**config.mk**
```make
export PLATFORM = sky130hd
export DESIGN_NAME = one_wire_register_master
export DESIGN_NICKNAME = d
export VERILOG_FILES = /design/src/rtl/owrm_pkg.sv /design/src/rtl/owrm_cfg_regs.sv /design/src/rtl/owrm_step.sv /design/src/rtl/one_wire_register_master.sv
export SDC_FILE = /design/constraint.sdc
export NUM_CORES = 1
export LEC_CHECK = 0
export ABC_AREA = 1
export BUFFER_PORTS_ARGS = -buffer_cell sky130_fd_sc_hd__buf_4
export CAP_MARGIN = 20
export CELL_PAD_IN_SITES_DETAIL_PLACEMENT = 0
export CELL_PAD_IN_SITES_GLOBAL_PLACEMENT = 2
export CORE_ASPECT_RATIO = 0.6
export CORE_MARGIN = 4
export CORE_UTILIZATION = 30
export DETAILED_ROUTE_END_ITERATION = 6
export GPL_TIMING_DRIVEN = 0
export MAX_ROUTING_LAYER = met4
export PLACE_DENSITY = 0.75
export SLEW_MARGIN = 20
export SYNTH_ARGS = -nofsm -noshare
export SYNTH_HDL_FRONTEND = slang
export SYNTH_HIERARCHICAL = 1
export SYNTH_SLANG_ARGS = --single-unit
```
**constraint.sdc**
```tcl
create_clock -name i_clk -period 2.8 [get_ports i_clk]
set_input_delay 0.42 -clock i_clk [delete_from_list [all_inputs] [get_ports i_clk]]
set_output_delay 0.42 -clock i_clk [all_outputs]
set_load 0.01 [all_outputs]
```
**src/rtl/owrm_pkg.sv**
```systemverilog
// Shared types, constants and slot timing helper for the one-wire register master.
// No dependencies; imported by every module of the block.
package owrm_pkg;

    // Read byte limit and field widths
    localparam int MAX_READ_BYTES = 64;
    localparam int TICK_W         = 10;
    localparam int LEFT_W         = 7;
    localparam int CFG_IDX_W      = 3;

    // Request codes
    localparam logic [1:0] FUNC_TICK  = 2'd0;
    localparam logic [1:0] FUNC_READ  = 2'd1;
    localparam logic [1:0] FUNC_WRITE = 2'd2;

    // Register indexes
    localparam logic [CFG_IDX_W-1:0] CFG_RESET_LOW    = 3'd0;
    localparam logic [CFG_IDX_W-1:0] CFG_PRES_WAIT    = 3'd1;
    localparam logic [CFG_IDX_W-1:0] CFG_RESET_RECOV  = 3'd2;
    localparam logic [CFG_IDX_W-1:0] CFG_WRITE_LOW    = 3'd3;
    localparam logic [CFG_IDX_W-1:0] CFG_WRITE_SLOT   = 3'd4;
    localparam logic [CFG_IDX_W-1:0] CFG_WRITE_RECOV  = 3'd5;
    localparam logic [CFG_IDX_W-1:0] CFG_READ_LOW     = 3'd6;
    localparam logic [CFG_IDX_W-1:0] CFG_READ_SLOT    = 3'd7;

    // Register reset values
    localparam logic [TICK_W-1:0] RST_RESET_LOW   = 10'd570;
    localparam logic [TICK_W-1:0] RST_PRES_WAIT   = 10'd80;
    localparam logic [TICK_W-1:0] RST_RESET_RECOV = 10'd300;
    localparam logic [TICK_W-1:0] RST_WRITE_LOW   = 10'd8;
    localparam logic [TICK_W-1:0] RST_WRITE_SLOT  = 10'd90;
    localparam logic [TICK_W-1:0] RST_WRITE_RECOV = 10'd10;
    localparam logic [TICK_W-1:0] RST_READ_LOW    = 10'd6;
    localparam logic [TICK_W-1:0] RST_READ_SLOT   = 10'd90;

    // Bus bytes
    localparam logic [7:0] SKIP_ROM_CMD = 8'hCC;
    localparam logic [7:0] READ_FLAG    = 8'h80;

    typedef enum logic [3:0] {
        PH_IDLE      = 4'd0,
        PH_RST_LOW   = 4'd1,
        PH_PRES_WAIT = 4'd2,
        PH_RECOVER   = 4'd3,
        PH_W_LOW     = 4'd4,
        PH_W_HOLD    = 4'd5,
        PH_W_REC     = 4'd6,
        PH_R_LOW     = 4'd7,
        PH_R_SAMPLE  = 4'd8,
        PH_R_WAIT    = 4'd9
    } t_phase;

    typedef struct packed {
        logic [TICK_W-1:0] reset_low_ticks;
        logic [TICK_W-1:0] presence_wait_ticks;
        logic [TICK_W-1:0] reset_recover_ticks;
        logic [TICK_W-1:0] write_low_ticks;
        logic [TICK_W-1:0] write_slot_ticks;
        logic [TICK_W-1:0] write_recover_ticks;
        logic [TICK_W-1:0] read_low_ticks;
        logic [TICK_W-1:0] read_slot_ticks;
    } t_owrm_cfg;

    typedef struct packed {
        t_phase            phase;
        logic [TICK_W-1:0] slot_timer;
        logic [2:0]        bit_counter;
        logic [7:0]        shift_byte;
        logic [1:0]        byte_stage;
        logic [LEFT_W-1:0] bytes_left;
        logic              is_read;
        logic              chosen_line;
        logic [7:0]        saved_addr;
        logic [7:0]        saved_data;
    } t_owrm_state;

    typedef struct packed {
        logic [1:0] func;
        logic       line_sel;
        logic [7:0] reg_addr;
        logic [7:0] byte_count;
        logic [7:0] write_data;
        logic       line_sample;
    } t_owrm_item;

    typedef struct packed {
        logic       drive_enable;
        logic       drive_level;
        logic       active_line;
        logic       busy_res;
        logic       presence_valid;
        logic       present;
        logic       byte_valid;
        logic [7:0] read_data;
        logic       byte_last;
    } t_owrm_result;

    // A zero duration counts as one tick
    function automatic logic [TICK_W-1:0] f_nz(input logic [TICK_W-1:0] v);
        return (v == '0) ? TICK_W'(1) : v;
    endfunction

    // Slot length loaded on entry to a phase
    function automatic logic [TICK_W-1:0] f_slot_ticks(input t_phase ph, input t_owrm_cfg c);
        logic [TICK_W-1:0] t;
        case (ph)
            PH_RST_LOW:   t = f_nz(c.reset_low_ticks);
            PH_PRES_WAIT: t = f_nz(c.presence_wait_ticks);
            PH_RECOVER:   t = f_nz(c.reset_recover_ticks);
            PH_W_LOW:     t = f_nz(c.write_low_ticks);
            PH_W_HOLD:    t = f_nz(c.write_slot_ticks);
            PH_W_REC:     t = f_nz(c.write_recover_ticks);
            PH_R_LOW:     t = f_nz(c.read_low_ticks);
            PH_R_SAMPLE:  t = TICK_W'(1);
            PH_R_WAIT:    t = f_nz(c.read_slot_ticks);
            default:      t = '0;
        endcase
        return t;
    endfunction

endpackage

```
**src/rtl/owrm_cfg_regs.sv**
```systemverilog
// Slot duration registers of the one-wire register master.
// Depends on owrm_pkg for register indexes, reset values and the t_owrm_cfg type.
module owrm_cfg_regs (
    input  logic                            i_clk,
    input  logic                            i_rst_n,
    input  logic                            i_cfg_we,
    input  logic [owrm_pkg::CFG_IDX_W-1:0]  i_cfg_idx,
    input  logic [owrm_pkg::TICK_W-1:0]     i_cfg_data,
    output owrm_pkg::t_owrm_cfg             o_cfg
);
    import owrm_pkg::*;

    t_owrm_cfg r_cfg;

    // Load reset values, then take writes by index
    always_ff @(posedge i_clk) begin
        if (!i_rst_n) begin
            r_cfg.reset_low_ticks     <= RST_RESET_LOW;
            r_cfg.presence_wait_ticks <= RST_PRES_WAIT;
            r_cfg.reset_recover_ticks <= RST_RESET_RECOV;
            r_cfg.write_low_ticks     <= RST_WRITE_LOW;
            r_cfg.write_slot_ticks    <= RST_WRITE_SLOT;
            r_cfg.write_recover_ticks <= RST_WRITE_RECOV;
            r_cfg.read_low_ticks      <= RST_READ_LOW;
            r_cfg.read_slot_ticks     <= RST_READ_SLOT;
        end else if (i_cfg_we) begin
            case (i_cfg_idx)
                CFG_RESET_LOW:   r_cfg.reset_low_ticks     <= i_cfg_data;
                CFG_PRES_WAIT:   r_cfg.presence_wait_ticks <= i_cfg_data;
                CFG_RESET_RECOV: r_cfg.reset_recover_ticks <= i_cfg_data;
                CFG_WRITE_LOW:   r_cfg.write_low_ticks     <= i_cfg_data;
                CFG_WRITE_SLOT:  r_cfg.write_slot_ticks    <= i_cfg_data;
                CFG_WRITE_RECOV: r_cfg.write_recover_ticks <= i_cfg_data;
                CFG_READ_LOW:    r_cfg.read_low_ticks      <= i_cfg_data;
                CFG_READ_SLOT:   r_cfg.read_slot_ticks     <= i_cfg_data;
                default: begin
                end
            endcase
        end
    end

    assign o_cfg = r_cfg;

endmodule

```
**src/rtl/owrm_step.sv**
```systemverilog
// Next-state and result logic for one request of the one-wire register master.
// Depends on owrm_pkg for the state, request, result and configuration types.
module owrm_step (
    input  owrm_pkg::t_owrm_state  i_state,
    input  owrm_pkg::t_owrm_item   i_item,
    input  owrm_pkg::t_owrm_cfg    i_cfg,
    output owrm_pkg::t_owrm_state  o_state,
    output owrm_pkg::t_owrm_result o_result
);
    import owrm_pkg::*;

    t_owrm_state       n_st;
    t_owrm_state       w_drv;
    t_owrm_result      w_res;
    logic              w_start;
    logic [7:0]        w_sh;
    logic [2:0]        w_bc;
    logic [LEFT_W-1:0] w_bl;
    logic [LEFT_W-1:0] w_cnt;

    // Command start: only from idle
    assign w_start = ((i_item.func == FUNC_READ) || (i_item.func == FUNC_WRITE))
                     && (i_state.phase == PH_IDLE);

    // Saturate the read count
    assign w_cnt = (i_item.byte_count > 8'(MAX_READ_BYTES)) ? LEFT_W'(MAX_READ_BYTES)
                                                            : LEFT_W'(i_item.byte_count);

    // Advance the transaction by one request
    always_comb begin
        n_st  = i_state;
        w_res = '0;
        w_sh  = i_state.shift_byte;
        w_bc  = i_state.bit_counter;
        w_bl  = i_state.bytes_left;

        if (w_start) begin
            n_st.is_read     = (i_item.func == FUNC_READ);
            n_st.chosen_line = i_item.line_sel;
            n_st.saved_addr  = i_item.reg_addr;
            n_st.saved_data  = i_item.write_data;
            n_st.bytes_left  = (i_item.func == FUNC_READ) ? w_cnt : '0;
            n_st.bit_counter = '0;
            n_st.byte_stage  = '0;
            n_st.shift_byte  = '0;
            n_st.phase       = PH_RST_LOW;
            n_st.slot_timer  = f_slot_ticks(PH_RST_LOW, i_cfg);
        end else if ((i_item.func == FUNC_TICK) && (i_state.phase != PH_IDLE)) begin
            // Shift in a read bit and report a finished byte
            if (i_state.phase == PH_R_SAMPLE) begin
                w_sh = {i_item.line_sample, i_state.shift_byte[7:1]};
                w_bc = i_state.bit_counter + 3'd1;
                if (w_bc == '0) begin
                    w_res.byte_valid = 1'b1;
                    w_res.read_data  = w_sh;
                    w_res.byte_last  = (i_state.bytes_left == LEFT_W'(1));
                    if (i_state.bytes_left != '0) begin
                        w_bl = i_state.bytes_left - LEFT_W'(1);
                    end
                end
            end
            n_st.shift_byte  = w_sh;
            n_st.bit_counter = w_bc;
            n_st.bytes_left  = w_bl;

            // Presence sample on the last wait tick
            if ((i_state.phase == PH_PRES_WAIT) && (i_state.slot_timer <= TICK_W'(1))) begin
                w_res.presence_valid = 1'b1;
                w_res.present        = ~i_item.line_sample;
            end

            if (i_state.slot_timer > TICK_W'(1)) begin
                n_st.slot_timer = i_state.slot_timer - TICK_W'(1);
            end else begin
                case (i_state.phase)
                    PH_RST_LOW:   n_st.phase = PH_PRES_WAIT;
                    PH_PRES_WAIT: n_st.phase = PH_RECOVER;
                    PH_RECOVER: begin
                        n_st.shift_byte  = SKIP_ROM_CMD;
                        n_st.byte_stage  = '0;
                        n_st.bit_counter = '0;
                        n_st.phase       = PH_W_LOW;
                    end
                    PH_W_LOW:     n_st.phase = PH_W_HOLD;
                    PH_W_HOLD:    n_st.phase = PH_W_REC;
                    PH_W_REC: begin
                        n_st.shift_byte  = {1'b0, w_sh[7:1]};
                        n_st.bit_counter = w_bc + 3'd1;
                        if (n_st.bit_counter != '0) begin
                            n_st.phase = PH_W_LOW;
                        end else if (i_state.byte_stage == 2'd0) begin
                            // Address byte follows skip-ROM
                            n_st.byte_stage = 2'd1;
                            n_st.shift_byte = i_state.saved_addr
                                              | (i_state.is_read ? READ_FLAG : 8'h00);
                            n_st.phase      = PH_W_LOW;
                        end else if ((i_state.byte_stage == 2'd1) && i_state.is_read) begin
                            if (w_bl != '0) begin
                                n_st.shift_byte = '0;
                                n_st.phase      = PH_R_LOW;
                            end else begin
                                n_st.phase = PH_IDLE;
                            end
                        end else if (i_state.byte_stage == 2'd1) begin
                            n_st.byte_stage = 2'd2;
                            n_st.shift_byte = i_state.saved_data;
                            n_st.phase      = PH_W_LOW;
                        end else begin
                            n_st.phase = PH_IDLE;
                        end
                    end
                    PH_R_LOW:     n_st.phase = PH_R_SAMPLE;
                    PH_R_SAMPLE:  n_st.phase = PH_R_WAIT;
                    PH_R_WAIT: begin
                        if ((w_bc != '0) || (w_bl != '0)) begin
                            n_st.phase = PH_R_LOW;
                        end else begin
                            n_st.phase = PH_IDLE;
                        end
                    end
                    default:      n_st.phase = PH_IDLE;
                endcase
                n_st.slot_timer = f_slot_ticks(n_st.phase, i_cfg);
            end
        end

        // Line drive during this request
        w_drv = w_start ? n_st : i_state;
        case (w_drv.phase)
            PH_RST_LOW, PH_W_LOW, PH_R_LOW: begin
                w_res.drive_enable = 1'b1;
                w_res.drive_level  = 1'b0;
            end
            PH_W_HOLD: begin
                w_res.drive_enable = 1'b1;
                w_res.drive_level  = w_drv.shift_byte[0];
            end
            PH_W_REC: begin
                w_res.drive_enable = 1'b1;
                w_res.drive_level  = 1'b1;
            end
            default: begin
                w_res.drive_enable = 1'b0;
                w_res.drive_level  = 1'b0;
            end
        endcase
        w_res.active_line = w_drv.chosen_line;
        w_res.busy_res    = (w_drv.phase != PH_IDLE);
    end

    assign o_state  = n_st;
    assign o_result = w_res;

endmodule

```
**src/rtl/one_wire_register_master.sv**
```systemverilog
// One-wire register master: top level with state and result registers.
// Depends on owrm_pkg, owrm_cfg_regs and owrm_step.
// A request's result is registered and presented in the cycle after the request is accepted.
// One request per cycle while the output register is empty or being drained; the state register closes the loop.
// A result waiting in the output register does not block intake while it is taken.
// Reset (synchronous, active low): idle, counters cleared, slot registers at defaults.
module one_wire_register_master (
    input  logic                           i_clk,
    input  logic                           i_rst_n,
    input  logic                           i_cfg_we,
    input  logic [owrm_pkg::CFG_IDX_W-1:0] i_cfg_idx,
    input  logic [owrm_pkg::TICK_W-1:0]    i_cfg_data,
    input  logic                           i_in_valid,
    output logic                           o_in_ready,
    input  logic [1:0]                     i_func,
    input  logic                           i_line_sel,
    input  logic [7:0]                     i_reg_addr,
    input  logic [7:0]                     i_byte_count,
    input  logic [7:0]                     i_write_data,
    input  logic                           i_line_sample,
    output logic                           o_out_valid,
    input  logic                           i_out_ready,
    output logic                           o_drive_enable,
    output logic                           o_drive_level,
    output logic                           o_active_line,
    output logic                           o_busy_res,
    output logic                           o_presence_valid,
    output logic                           o_present,
    output logic                           o_byte_valid,
    output logic [7:0]                     o_read_data,
    output logic                           o_byte_last
);
    import owrm_pkg::*;

    t_owrm_cfg    w_cfg;
    t_owrm_item   w_item;
    t_owrm_state  r_state;
    t_owrm_state  n_state;
    t_owrm_result n_result;
    t_owrm_result r_result;
    logic         r_out_valid;
    logic         w_in_fire;

    owrm_cfg_regs u_cfg (
        .i_clk      (i_clk),
        .i_rst_n    (i_rst_n),
        .i_cfg_we   (i_cfg_we),
        .i_cfg_idx  (i_cfg_idx),
        .i_cfg_data (i_cfg_data),
        .o_cfg      (w_cfg)
    );

    // Gather request fields
    assign w_item.func        = i_func;
    assign w_item.line_sel    = i_line_sel;
    assign w_item.reg_addr    = i_reg_addr;
    assign w_item.byte_count  = i_byte_count;
    assign w_item.write_data  = i_write_data;
    assign w_item.line_sample = i_line_sample;

    owrm_step u_step (
        .i_state  (r_state),
        .i_item   (w_item),
        .i_cfg    (w_cfg),
        .o_state  (n_state),
        .o_result (n_result)
    );

    // Accept when the output register is empty or being drained
    assign o_in_ready = ~r_out_valid | i_out_ready;
    assign w_in_fire  = i_in_valid & o_in_ready;

    // Advance transaction state per accepted request; all-zero state is idle
    always_ff @(posedge i_clk) begin
        if (!i_rst_n) begin
            r_state <= '0;
        end else if (w_in_fire) begin
            r_state <= n_state;
        end
    end

    // Hold result until taken
    always_ff @(posedge i_clk) begin
        if (!i_rst_n) begin
            r_out_valid <= 1'b0;
        end else if (w_in_fire) begin
            r_out_valid <= 1'b1;
        end else if (i_out_ready) begin
            r_out_valid <= 1'b0;
        end
    end

    always_ff @(posedge i_clk) begin
        if (w_in_fire) begin
            r_result <= n_result;
        end
    end

    assign o_out_valid      = r_out_valid;
    assign o_drive_enable   = r_result.drive_enable;
    assign o_drive_level    = r_result.drive_level;
    assign o_active_line    = r_result.active_line;
    assign o_busy_res       = r_result.busy_res;
    assign o_presence_valid = r_result.presence_valid;
    assign o_present        = r_result.present;
    assign o_byte_valid     = r_result.byte_valid;
    assign o_read_data      = r_result.read_data;
    assign o_byte_last      = r_result.byte_last;

endmodule
```
Word-level counts from Yosys, hierarchy flattened
Index checks and enable logic that the tools add are counted.

Logic and storage cells: 167. Output and inout bits: 18. Flip-flop bits (word level): 149.

Reduce and logical (&&, ||, !) cells: 39. Equality and inequality tests: 34. Magnitude comparators: 3. $add $sub $neg: 4. Bitwise gates (word level): 9. Multiplexer cells: 50.

Operators by type and width (count): 10-bit two-way mux (13); 10-bit case mux with 9 select lines (1); 10-bit zero test (8); 34-bit two-way mux (2); 7-bit two-way mux (8); 52-bit two-way mux (1); 4-bit by 3-bit equality test with 1-bit output, second input constant (12); 4-bit case mux with 9 select lines (1); 13-bit case mux with 2 select lines (1); 4-bit two-way mux (6); 8-bit two-way mux (3); 3-bit two-way mux (7); 18-bit two-way mux (1); 4-bit by 2-bit equality test with 1-bit output, second input constant (4); 4-bit equality test, second input constant (4); 2-bit AND reduction (8); 7-bit nonzero test (2); 13-bit two-way mux (1); 3-bit equality test, second input constant (4); 4-bit by 1-bit equality test with 1-bit output, second input constant (3); 10-bit by 1-bit greater-than comparator with 1-bit output, second input constant (1); 10-bit by 1-bit less-or-equal comparator with 1-bit output, second input constant (1); 10-bit by 1-bit subtractor with 10-bit output, second input constant (1); 3-bit OR reduction (3); other kinds (25) (43).

Longest topological paths before layout
Depth after elaboration: 24. Depth in mapped cells: 27. Mapped depth without buffers: 26.

Hierarchy
The synthesis kept the hierarchy.

Modules (own cells, without submodules): owrm_step (instances 1, cells each 654, area an instance 3294.4 µm²); owrm_cfg_regs (instances 1, cells each 435, area an instance 3105.5 µm²); one_wire_register_master (instances 1, cells each 363, area an instance 2886.5 µm²).

Least setup slack after synthesis
OpenSTA, ideal clock, no wires.

Path type: register to register. Start: reg r_state[49] in the netlist's numbering. End: reg r_state[44] in the netlist's numbering. Slack: -0.082 ns. Data arrival time: 2.818 ns. Stages on the path, launching flop included: 24. Path through: dfxtp_1 -> nor2_4 -> nand3_4 -> buf_1 -> xor2_1 -> inv_1 -> ha_1 -> ha_1 -> inv_1 -> nor2_1 -> nand3_4 -> nand3_2 -> nor2_4 -> buf_8 -> nand3_2 -> nand4_1 -> nand2_1 -> nand2_1 -> nand2_1 -> nand2_1 -> inv_1 -> nand3_1 -> nand2_1 -> nor2_1.

RTL lines: from (decl) (line one_wire_register_master.sv:37) `t_owrm_state r_state;`; from (signal assigned) (line one_wire_register_master.sv:78) `r_state <= n_state;`.

==> metrics.txt <==
Pins Over Slew Limit=0; min cycle time layout=3030 ps; Post-synth EDFFs=16; worst reg-to-reg path cell count=24; Final Cell Area=11600 sq um; Pwr Total=6.46 mW; number of max-cap violations=0; post-synth top area share=28.7%; r2r endpoint=r_state[39]$_SDFFE_PN0P_; final setup violation count=10; die footprint=33900 sq um; Lkg Pwr=5.05 nW; Arrival @ worst endpoint=3370 ps; number of failing hold endpoints at the final stage=0; Internal Power=4.27 mW; RSZ-0062 raised after global routing=true; average cell area after synthesis=6.40 sq um; Synth top cells by count=nand2_1, nor2_1, nand3_1; crit-path most repeated cell=nand2_1; Power Dens Cells=557 nW/um^2; antenna cells=0; register area=3170 sq um; Core ar.=30200 sq um; most frequent cell after synthesis=nand2_1; Post-synth top flop=dfxtp_1; outcome=finished with violations; Hold Buf Count CTS=0; P&R area growth vs syn=25.0%; clk slew on worst S/H paths=70 ps; Syn Nets=1510; CP Max Fanout=10; Pre-antenna DRT Iters=5; final global-route overflow total=0; DRC Markers=0; buffers plus inverters on the worst setup path=4; final core occ=38.4%; final setup skew=14.0 ps; final worst slack=-227 ps; Worst setup endpoint=r_state[39]$_SDFFE_PN0P_; combinational power share=24.8%; pin count of the biggest net entering global routing=17; DR vias/cell=5.15; CTS HTree Levels=4; cts bufs inserted=17; critical path capture point type=flip-flop; Worst setup SP type=flip-flop; Initial Util=30.7%; Switching Power=2.19 mW; Die Y=144 um; Sink Count=149; post-synth cell types=45; CTS Root Cell=clkbuf_16; Setup crit start=r_state[48]$_SDFFE_PN0P_; Multi-input gate area=5570 sq um; Cells after DPL=1921; Peak Freq=330 MHz; Post-Syn Area=9290 sq um; Crit Path Category=reg2reg; Hold Slack=181 ps; sequential share of the synthesized area=33.8%; Max stage delay cell, worst path=dfxtp_4; number of cells on the critical path=24; maximum vdd drop=409 uV; measured slew at the worst slew-check pin=751 ps; clock power share=37.8%; CP required=3150 ps; post-synthesis register bit count=149; layout cell share with drive strength beyond 1=20.1%; non-filler instance count after layout=1981; Post-Route WL=40500 um; Ys Warns=6; initial antenna violation count=1; Net Sw Frac=33.9%; Initial DRC Count=1056; failing checks=negative setup slack; Post-DRT Antenna Nets=0; Post-DP Area=10300 sq um; Die W=235 um; vias in the first global route=9252; WL/cell=20.4 um; top cells by area, synth=dfxtp_1, nand2_1, nor2_1; Final nets=1618; Clock Latency Late Sink=450 ps; R2R Path Start=r_state[48]$_SDFFE_PN0P_; row count=49; IO Pins=64; ys async rst share=0%; CTS tree=built; largest area contributor in the netlist=dfxtp_1; setup slack, reg-to-reg=-230 ps; worst stage delay on the critical path=370 ps; dpl hpwl=31200 um; I/O Buffers=61; Sequential Power Share=37.3%; CTS Buffer Depth=2; via count=10200; worst min-delay path category=in2reg; global-route wire length before repair=60000 um; Tcrit/Tclk final=108%; GPL Wtd Cong=0.945; Worst slew margin=49.9%; Mapped Cells=1452; Largest delay share family, worst path=simple AND/OR/NAND/NOR gates; all-layer global routing usage=24.4%; crit-path cells=inv_2 -> nand2_2 -> nor2_4 -> buf_6 -> nand4_1 -> nand3_4 -> nand2_2 -> nor2_4 -> nand2_4 -> nand3_4 -> buf_12 -> nand2_8 -> nand2_4 -> nand2_4 -> nor2_4 -> nand4_1 -> nand2_2 -> nand2_1 -> nand2_1 -> nand2_1 -> inv_1 -> nand3_1 -> nand2_1 -> nor2_1; FILL cells=3333
metrics by stage:
stage | worst slack (ps) | TNS (ps)
finish | -227 | -1400
global route | -367 | -3520
CTS | -172 | -1310
detailed placement | -1160 | -20760
global placement | -1160 | -23520
floorplan | 9.42 | 0
worst min-delay path: cells and delay by family:
family / cells / cell delay, ps
simple gates: 2 / 90
buf+inv: 1 / 80
flip-flops by register name (all words and copies together) (netlist names):
| name | count |
|---|---|
| o_read_data | 8 |
| o_byte_valid | 1 |
| o_byte_last | 1 |
| o_busy_res | 1 |
| o_out_valid | 1 |
| r_state | 52 |
| o_drive_level | 1 |
| o_active_line | 1 |
| u_cfg/o_cfg | 80 |
| o_presence_valid | 1 |
| o_present | 1 |
| o_drive_enable | 1 |
layer usage:
metal / up-vias / track usage [%] / routed length [um]
met3: 31 / 8.20 / 4580
met4: 0 / 5.37 / 444
li1: 4954 / - / -
met2: 397 / 27.6 / 13700
met1: 4817 / 39.1 / 21700
met5: - / - / 0
cell usage in the layout (no fill, tap or decap), drive strengths merged:
| cell type | instances |
|---|---|
| a32o | 7 |
| or2 | 1 |
| nand2 | 377 |
| clkinvlp | 2 |
| inv | 159 |
| a21boi | 1 |
| edfxtp | 16 |
| o211ai | 4 |
| a22oi | 4 |
| o21ai | 62 |
| a31oi | 7 |
| a21oi | 92 |
| clkinv | 9 |
| nor2 | 258 |
| o22ai | 9 |
| a22o | 4 |
| a31o | 2 |
| nand4 | 13 |
| a211oi | 3 |
| clkbuf | 47 |
| o311ai | 1 |
| bufinv | 3 |
| o2111ai | 2 |
| a221oi | 5 |
| nand3 | 172 |
| nor3 | 13 |
| nor4 | 19 |
| ha | 12 |
| dfxtp | 133 |
| o31ai | 1 |
| buf | 131 |
| mux2i | 1 |
| xor2 | 2 |
| o21bai | 1 |
how the worst min path moves through the flow:
stage | depth (start not counted) | slack (ps) | start | to
final | 3 | 180 | i_cfg_data[8] | u_cfg/o_cfg[58]$_SDFFE_PN1P_
after global routing | 3 | 190 | i_cfg_data[8] | u_cfg/o_cfg[58]$_SDFFE_PN1P_
after CTS | 3 | 160 | i_cfg_data[8] | u_cfg/o_cfg[58]$_SDFFE_PN1P_
after detailed placement | 2 | 470 | u_cfg/o_cfg[1]$_SDFFE_PN1P_ | u_cfg/o_cfg[1]$_SDFFE_PN1P_
after global placement | 2 | 440 | u_cfg/o_cfg[1]$_SDFFE_PN1P_ | u_cfg/o_cfg[1]$_SDFFE_PN1P_
after floorplan | 2 | 430 | u_cfg/o_cfg[1]$_SDFFE_PN1P_ | u_cfg/o_cfg[1]$_SDFFE_PN1P_
power groups by stage:
| stage | Sequential (mW) | Combinational [mW] | Clock [mW] |
|---|---|---|---|
| after detailed placement | 2.45 | 1.39 | 0 |
| after CTS | 2.41 | 1.52 | 2.49 |
| after global placement | 2.45 | 1.39 | 0 |
| final | 2.41 | 1.60 | 2.45 |
| after global routing | 2.43 | 1.76 | 2.59 |
| after floorplan | 2.40 | 0.915 | 0 |
kinds of logic after synthesis:
group | synth area share [%]
buffers and inverters | 11.0
adder cells (fa/ha/maj) | 1.62
multiplexers | 0.108
XOR/XNOR | 0.189
AND/OR/NAND/NOR | 40.6
flip-flops | 33.8
AO/OA/AOI/OAI | 12.7
final cells by class:
type | count | share of cell area, %
Buffer | 70 | 3.82
Clock buffer | 20 | 3.93
Clock inverter | 12 | 1.32
Inverter | 161 | 5.27
Multi-Input combinational cell | 1073 | 48.0
Sequential cell | 149 | 27.3
Tap cell | 408 | 4.40
Timing Repair Buffer | 88 | 5.93
repair_timing:
action                     CTS  global route
gates resized for setup     88            68
buffers inserted            13            15
pin swaps                   27            32
gates cloned                 3             0
setup endpoints to repair   48            48
Power figures use the tool's default switching activity.
